$ cat src/sv/saru_pkg.sv
`timescale 1ns / 1ps
// ----------------------------------------------------------------------------
// Scroll address register unit package
// Shared types and operation codes for the scroll and address register set.
// ----------------------------------------------------------------------------
package saru_pkg;

    // Operation codes carried in the operation field of an input item.
    typedef enum logic [3:0] {
        OP_CTRL_WRITE   = 4'd0,
        OP_SCROLL_WRITE = 4'd1,
        OP_ADDR_WRITE   = 4'd2,
        OP_DATA_ACCESS  = 4'd3,
        OP_STATUS_READ  = 4'd4,
        OP_PIXEL        = 4'd5,
        OP_PREFETCH     = 4'd6,
        OP_LINE_END     = 4'd7,
        OP_FRAME_START  = 4'd8
    } t_op;

    // Fixed field values of the address layout.
    localparam logic [2:0] FINE_MAX         = 3'd7;
    localparam logic [4:0] COARSE_X_MAX     = 5'd31;
    localparam logic [4:0] COARSE_Y_LAST    = 5'd29;
    localparam logic [4:0] COARSE_Y_MAX     = 5'd31;
    localparam logic [3:0] ATTR_BASE_HIGH   = 4'hF;
    localparam logic [14:0] ROW_INCREMENT   = 15'd32;
    localparam logic [14:0] COL_INCREMENT   = 15'd1;

    // One input item.
    typedef struct packed {
        logic [3:0] operation;
        logic [7:0] data_byte;
    } t_in_item;

    // One result item.
    typedef struct packed {
        logic [13:0] vram_address;
        logic [2:0]  fine_x_out;
        logic        toggle_out;
        logic        fetch_valid;
        logic [1:0]  nametable_index;
        logic [9:0]  name_offset;
        logic [9:0]  attribute_offset;
        logic [2:0]  attribute_shift;
        logic [2:0]  fine_y_out;
    } t_out_item;

    // Architectural scroll state.
    typedef struct packed {
        logic [14:0] current_address;
        logic [14:0] temporary_address;
        logic [2:0]  fine_x;
        logic [2:0]  temporary_fine_x;
        logic        write_toggle;
        logic        increment_by_row;
    } t_scroll_state;

endpackage

$ cat src/sv/saru_step.sv
`timescale 1ns / 1ps
// ----------------------------------------------------------------------------
// Scroll address step logic
// Computes the next scroll state and the result item for one input item.
// ----------------------------------------------------------------------------
module saru_step import saru_pkg::*; (
    input  t_in_item      i_item,
    input  t_scroll_state i_state,
    output t_scroll_state o_state,
    output t_out_item     o_result
);

    // Coarse X increment with horizontal nametable flip.
    function automatic logic [14:0] coarse_x_inc(input logic [14:0] v);
        logic [14:0] r;
        begin
            r = v;
            if (v[4:0] == COARSE_X_MAX) begin
                r[4:0] = 5'd0;
                r[10]  = ~v[10];
            end else begin
                r[4:0] = v[4:0] + 5'd1;
            end
            return r;
        end
    endfunction

    // Fine Y increment carrying into coarse Y with the row-29 wrap.
    function automatic logic [14:0] y_inc(input logic [14:0] v);
        logic [14:0] r;
        begin
            r = v;
            if (v[14:12] == FINE_MAX) begin
                r[14:12] = 3'd0;
                if (v[9:5] == COARSE_Y_LAST) begin
                    r[9:5] = 5'd0;
                    r[11]  = ~v[11];
                end else if (v[9:5] == COARSE_Y_MAX) begin
                    r[9:5] = 5'd0;
                end else begin
                    r[9:5] = v[9:5] + 5'd1;
                end
            end else begin
                r[14:12] = v[14:12] + 3'd1;
            end
            return r;
        end
    endfunction

    t_scroll_state s;
    logic          fetch;
    logic [14:0]   line_addr;
    logic [14:0]   v;
    logic [7:0]    b;

    assign v = i_state.current_address;
    assign b = i_item.data_byte;
    assign line_addr = {v[14:11], i_state.temporary_address[10], v[9:5],
                        i_state.temporary_address[4:0]};

    // Next state per operation.
    always_comb begin
        s     = i_state;
        fetch = 1'b0;
        unique case (i_item.operation)
            OP_CTRL_WRITE: begin
                s.temporary_address[11:10] = b[1:0];
                s.increment_by_row         = b[2];
            end
            OP_SCROLL_WRITE: begin
                s.write_toggle = ~i_state.write_toggle;
                if (!i_state.write_toggle) begin
                    s.temporary_address[4:0] = b[7:3];
                    s.temporary_fine_x       = b[2:0];
                end else begin
                    s.temporary_address[9:5]   = b[7:3];
                    s.temporary_address[14:12] = b[2:0];
                end
            end
            OP_ADDR_WRITE: begin
                s.write_toggle = ~i_state.write_toggle;
                if (!i_state.write_toggle) begin
                    s.temporary_address[14:8] = {1'b0, b[5:0]};
                end else begin
                    s.temporary_address[7:0] = b;
                    s.current_address = {i_state.temporary_address[14:8], b};
                end
            end
            OP_DATA_ACCESS: begin
                s.current_address = v + (i_state.increment_by_row ? ROW_INCREMENT
                                                                  : COL_INCREMENT);
            end
            OP_STATUS_READ: begin
                s.write_toggle = 1'b0;
            end
            OP_PIXEL: begin
                if (i_state.fine_x == FINE_MAX) begin
                    s.fine_x          = 3'd0;
                    fetch             = 1'b1;
                    s.current_address = coarse_x_inc(v);
                end else begin
                    s.fine_x = i_state.fine_x + 3'd1;
                end
            end
            OP_PREFETCH: begin
                fetch             = 1'b1;
                s.current_address = coarse_x_inc(v);
            end
            OP_LINE_END: begin
                s.fine_x          = i_state.temporary_fine_x;
                s.current_address = y_inc(line_addr);
            end
            OP_FRAME_START: begin
                s.current_address = i_state.temporary_address;
                s.fine_x          = i_state.temporary_fine_x;
            end
            default: begin
                s = i_state;
            end
        endcase
    end

    assign o_state = s;

    // Result item; fetch fields come from the address before the coarse X step.
    always_comb begin
        o_result                  = '0;
        o_result.vram_address     = s.current_address[13:0];
        o_result.fine_x_out       = s.fine_x;
        o_result.toggle_out       = s.write_toggle;
        if (fetch) begin
            o_result.fetch_valid      = 1'b1;
            o_result.nametable_index  = v[11:10];
            o_result.name_offset      = v[9:0];
            o_result.attribute_offset = {ATTR_BASE_HIGH, v[9:7], v[4:2]};
            o_result.attribute_shift  = {v[6], v[1], 1'b0};
            o_result.fine_y_out       = v[14:12];
        end
    end

endmodule

$ cat src/sv/scroll_address_register_unit_top.sv
`timescale 1ns / 1ps
// ----------------------------------------------------------------------------
// Scroll address register unit
// Scroll and address register set of a tile-based video unit: register
// writes, data-port accesses, status reads and render events.
// ----------------------------------------------------------------------------
// Each accepted item produces exactly one result item. An item is captured
// in an input register, evaluated by step logic against the scroll state,
// and its result is held in an output register; one item can be accepted
// every clock cycle while the receiver takes each result. A result enters
// the output register as its item leaves the input register, which waits
// while an untaken result is held. The scroll state is updated as the item
// leaves the input register, so each item sees the effect of the one before
// it. Fetch fields are zero when the item performed no tile fetch.
// ----------------------------------------------------------------------------
module scroll_address_register_unit_top import saru_pkg::*; (
    input  logic      i_clk,
    input  logic      i_rst_n,
    input  logic      i_in_valid,
    output logic      o_in_ready,
    input  t_in_item  i_in_item,
    output logic      o_out_valid,
    input  logic      i_out_ready,
    output t_out_item o_out_item
);

    logic          r_in_valid;
    t_in_item      r_in_item;
    logic          r_out_valid;
    t_out_item     r_out_item;
    t_scroll_state r_state;
    t_scroll_state n_state;
    t_out_item     n_out_item;
    logic          advance;

    // Handshake: the input stage moves on whenever the output register frees.
    assign advance    = r_in_valid && (!r_out_valid || i_out_ready);
    assign o_in_ready = !r_in_valid || advance;

    // Input register.
    always_ff @(posedge i_clk) begin
        if (!i_rst_n) begin
            r_in_valid <= 1'b0;
        end else if (o_in_ready) begin
            r_in_valid <= i_in_valid;
        end
        if (o_in_ready && i_in_valid) begin
            r_in_item <= i_in_item;
        end
    end

    // Step logic.
    saru_step u_step (
        .i_item   (r_in_item),
        .i_state  (r_state),
        .o_state  (n_state),
        .o_result (n_out_item)
    );

    // Scroll state.
    always_ff @(posedge i_clk) begin
        if (!i_rst_n) begin
            r_state <= '0;
        end else if (advance) begin
            r_state <= n_state;
        end
    end

    // Output register.
    always_ff @(posedge i_clk) begin
        if (!i_rst_n) begin
            r_out_valid <= 1'b0;
        end else if (advance) begin
            r_out_valid <= 1'b1;
        end else if (i_out_ready) begin
            r_out_valid <= 1'b0;
        end
        if (advance) begin
            r_out_item <= n_out_item;
        end
    end

    assign o_out_valid = r_out_valid;
    assign o_out_item  = r_out_item;

endmodule

$ cat config.mk
export PLATFORM = sky130hd
export DESIGN_NAME = scroll_address_register_unit_top
export DESIGN_NICKNAME = d
export VERILOG_FILES = /design/src/sv/saru_pkg.sv /design/src/sv/saru_step.sv /design/src/sv/scroll_address_register_unit_top.sv
export SDC_FILE = /design/constraint.sdc
export NUM_CORES = 1
export LEC_CHECK = 0
export BUFFER_PORTS_ARGS = -buffer_cell sky130_fd_sc_hd__buf_2
export CORE_MARGIN = 4
export CORE_UTILIZATION = 45
export DETAILED_ROUTE_END_ITERATION = 8
export GPL_TIMING_DRIVEN = 0
export HOLD_SLACK_MARGIN = 0.1
export PLACE_DENSITY = 0.67
export SYNTH_ARGS = -nofsm -noshare
export SYNTH_HDL_FRONTEND = slang
export SYNTH_SLANG_ARGS = --single-unit
$ cat constraint.sdc
create_clock -name i_clk -period 2.8 [get_ports i_clk]
set_input_delay 0.56 -clock i_clk [delete_from_list [all_inputs] [get_ports i_clk]]
set_output_delay 0.56 -clock i_clk [all_outputs]
set_load 0.02 [all_outputs]
==> flow_metrics.tcl <==
set metrics [dict create \
    clk_latency_ns 0.37 \
    grt_max_degree 44 \
    synth-compound-area-share_pct 19.3 \
    rsz0062_at_grt "no" \
    p_leak_nw 2.34 \
    reg2reg_to "o_out_item[42]" \
    synth_xor_area_share_pct 0.728 \
    synth-seq-cells 86 \
    die_w_um 111 \
    hold_path_depth 1 \
    antennaDiodeCount 0 \
    setup_viol 0 \
    relSlewSlack_pct 38.0 \
    nets 568 \
    cts_tree "yes" \
    postPlaceCellArea_um2 5290 \
    grt_pass1_vias 3760 \
    synthesis.nets 495 \
    worst_pin_slew_ns 0.930 \
    synth_cell_type_count 83 \
    fillers 979 \
    cp_common_cell "buf_2" \
    rows 37 \
    synth.mux.area_fraction_pct 4.08 \
    grt_pass1_wl_mm 19.8 \
    drc 0 \
    finalMaxSlewViolations 0 \
    end_kind "register" \
    cp-start-kind "register" \
    p_per_area_nw_per_um2 480 \
    place_congestion 0.917 \
    min_path_type "input pin to register" \
    wl_mm 12.1 \
    ff2ff_path_depth 6 \
    yosysMostFrequentCell "edfxtp_1" \
    gr-usage-met3_pct 5.16 \
    min_period_ns 2.35 \
    synth_top_flop_cell "edfxtp_1" \
    syn_area_per_cell_um2 10.3 \
    cp_max_fo 43 \
    chipHeight_um 111 \
    multi_input_area_um2 2280 \
    first_pass_iters 6 \
    antenna_found_initial 0 \
    critPathKind "register to register" \
    cts_root_buf "clkbuf_8" \
    cp_slowest_stage_delay_ns 0.78 \
    worstPathRequired_ns 2.79 \
    yosys_warnings 0 \
    instances_no_fill 681 \
    critPathLaunch "o_out_valid" \
    grt_usage_pct 19.9 \
    hold_viol_final 0 \
    clk_pin_slew_worst_paths_ns 0.09 \
    gr-total-overflow 0 \
    io_pins 65 \
    arrival_ns 2.34 \
    use_met2_pct 31.4 \
    grt_busiest_layer "met2" \
    postCtsHoldBufs 0 \
    postCtsSetupBuffers 0 \
    final_area_um2 5490 \
    clockBufferDepth 2 \
    r2r-start "o_out_valid" \
    met1_usage_pct 26.3 \
    regArea_um2 2180 \
    synth_fa_ha_area_share_pct 3.12 \
    yosys.area.top_type "edfxtp_1" \
    finalCritPeriodShare_pct 83.9 \
    portBuffers 62 \
    crit_slowest_cell "buf_2" \
    cap_violations 0 \
    timing.reg2reg.setup_slack_ns 0.45 \
    cts_made_buffers 9 \
    tns_ns 0 \
    layout-drive-gt1-share_pct 24.4 \
    area_growth_pct 14.1 \
    viasPerCell 5.74 \
    coreArea_um2 10400 \
    netlist_instances 467 \
    ir_worst_vdd_v 0.000229 \
    htree_levels 3 \
    ant_nets 0 \
    synth_area_um2 4810 \
    ctsResizeCount 0 \
    clock-sinks 86 \
    ys_seq_area_share_pct 45.3 \
    dp_cells 665 \
    synth_top_area_share_pct 28.7 \
    crit_end "o_out_item[42]" \
    wl_per_cell_um 17.8 \
    fmax_mhz 426 \
    synthArstFlopShare_pct 0 \
    synth_area_leaders "edfxtp_1 (29%), dfxtp_1 (17%), and2_1 (3.1%), ha_1 (3.1%), nand2_1 (3.0%)" \
    dp_hpwl_mm 8.73 \
    synth_common_cells "edfxtp_1 (46), dfxtp_1 (40), nand2_1 (39), and2_1 (24), nor2_1 (21)" \
    synth_top_family_by_area "simple AND/OR/NAND/NOR gates" \
    vias 3910 \
    fin_worst_skew_ns 0.0158 \
    synth_edf_count 46 \
    start_util_pct 46.4 \
    worstPathCellList "and2b_1 > nand2b_1 > buf_4 > inv_2 > buf_2 > buf_2" \
    drtIter0Drc 339 \
    yosys.area_share.simple_pct 20.2 \
    die_area_um2 12400 \
    status "finished, final reports clean" \
]
-- metal layers --
layer	part of all wire (%)	wire length, um	vias up
met1	45	5450	1868
met5	0	0	-
met2	45	5480	148
met3	7.8	947	24
li1	-	-	1870
met4	1.8	216	0
-- flip-flops by register name (all words and copies together) (netlist names) --
signal and count:
r_state 38, r_in_valid 1, r_in_item 12, o_out_item 34, o_out_valid 1
-- critical path: cells and delay by family, from the launching register on --
family	cells	cell delay (ns)
AND/OR/NAND/NOR	2	0.34
flip-flops	1	0.31
buffers and inverters	4	1.29
-- cells in the final DEF (no fill, tap or decap), drive strengths merged, types with 4 or more instances in the layout --
cell type  instances
nor2b             14
a31oi             11
nand2b             9
nand3              7
buf               96
and2              24
nand2             40
a21oi             20
and3               5
mux2i             14
nor4               4
mux2               5
a22oi              4
a211oi             4
dfxtp             40
nor3               7
a211o              4
a221o              4
o21a               4
edfxtp            46
o21ai             29
nor2              22
clkbuf            22
o211a             11
ha                12
inv               17
-- cells by family (layout without fill, tap and decap cells) --
group | after synthesis | count (layout)
DFF | 86 | 86
AOI/OAI and AO/OA | 126 | 126
other | 1 | 1
muxes | 19 | 19
adders and majority gates | 12 | 12
buffers and inverters | 59 | 137
and+or+nand+nor | 160 | 160
xor gates and xnor gates | 4 | 4
-- layout make-up --
type	count	share of cell area, %
clock buffers	14	3.35
multi-input cells	322	41.6
clock inverters	2	0.228
inverters	17	1.16
well taps	136	3.10
flip-flops and latches	86	39.8
plain buffers	42	5.15
repair buffers	62	5.65
-- power by group --
group          internal [W]  total, W  switching (W)
Sequential          0.00138   0.00142      0.0000397
Combinational      0.000128  0.000339       0.000211
Clock              0.000425  0.000872       0.000447
-- how the worst min path moves through the flow --
stage	startpoint	end	slack, ns
CTS	i_in_item[5]	r_in_item[5]	0.35
floorplan	r_state[19]	r_state[19]	0.46
detailed placement	r_state[15]	r_state[15]	0.49
global route	i_in_item[6]	r_in_item[6]	0.35
global placement	r_state[19]	r_state[19]	0.48
finish	i_in_item[5]	r_in_item[5]	0.36
-- through the flow --
stage	power (W)	setup WS (ns)	hold slack, ns	util, %
after floorplan	0.00168	0.607	0.464	-
after global placement	0.00178	0.114	0.481	51.0
after detailed placement	0.00179	0.0546	0.492	51.0
after CTS	0.00264	0.413	0.349	52.9
after global routing	0.00274	0.242	0.348	52.9
final	0.00263	0.451	0.359	52.9
No activity file was read; power rests on OpenSTA's default activity.
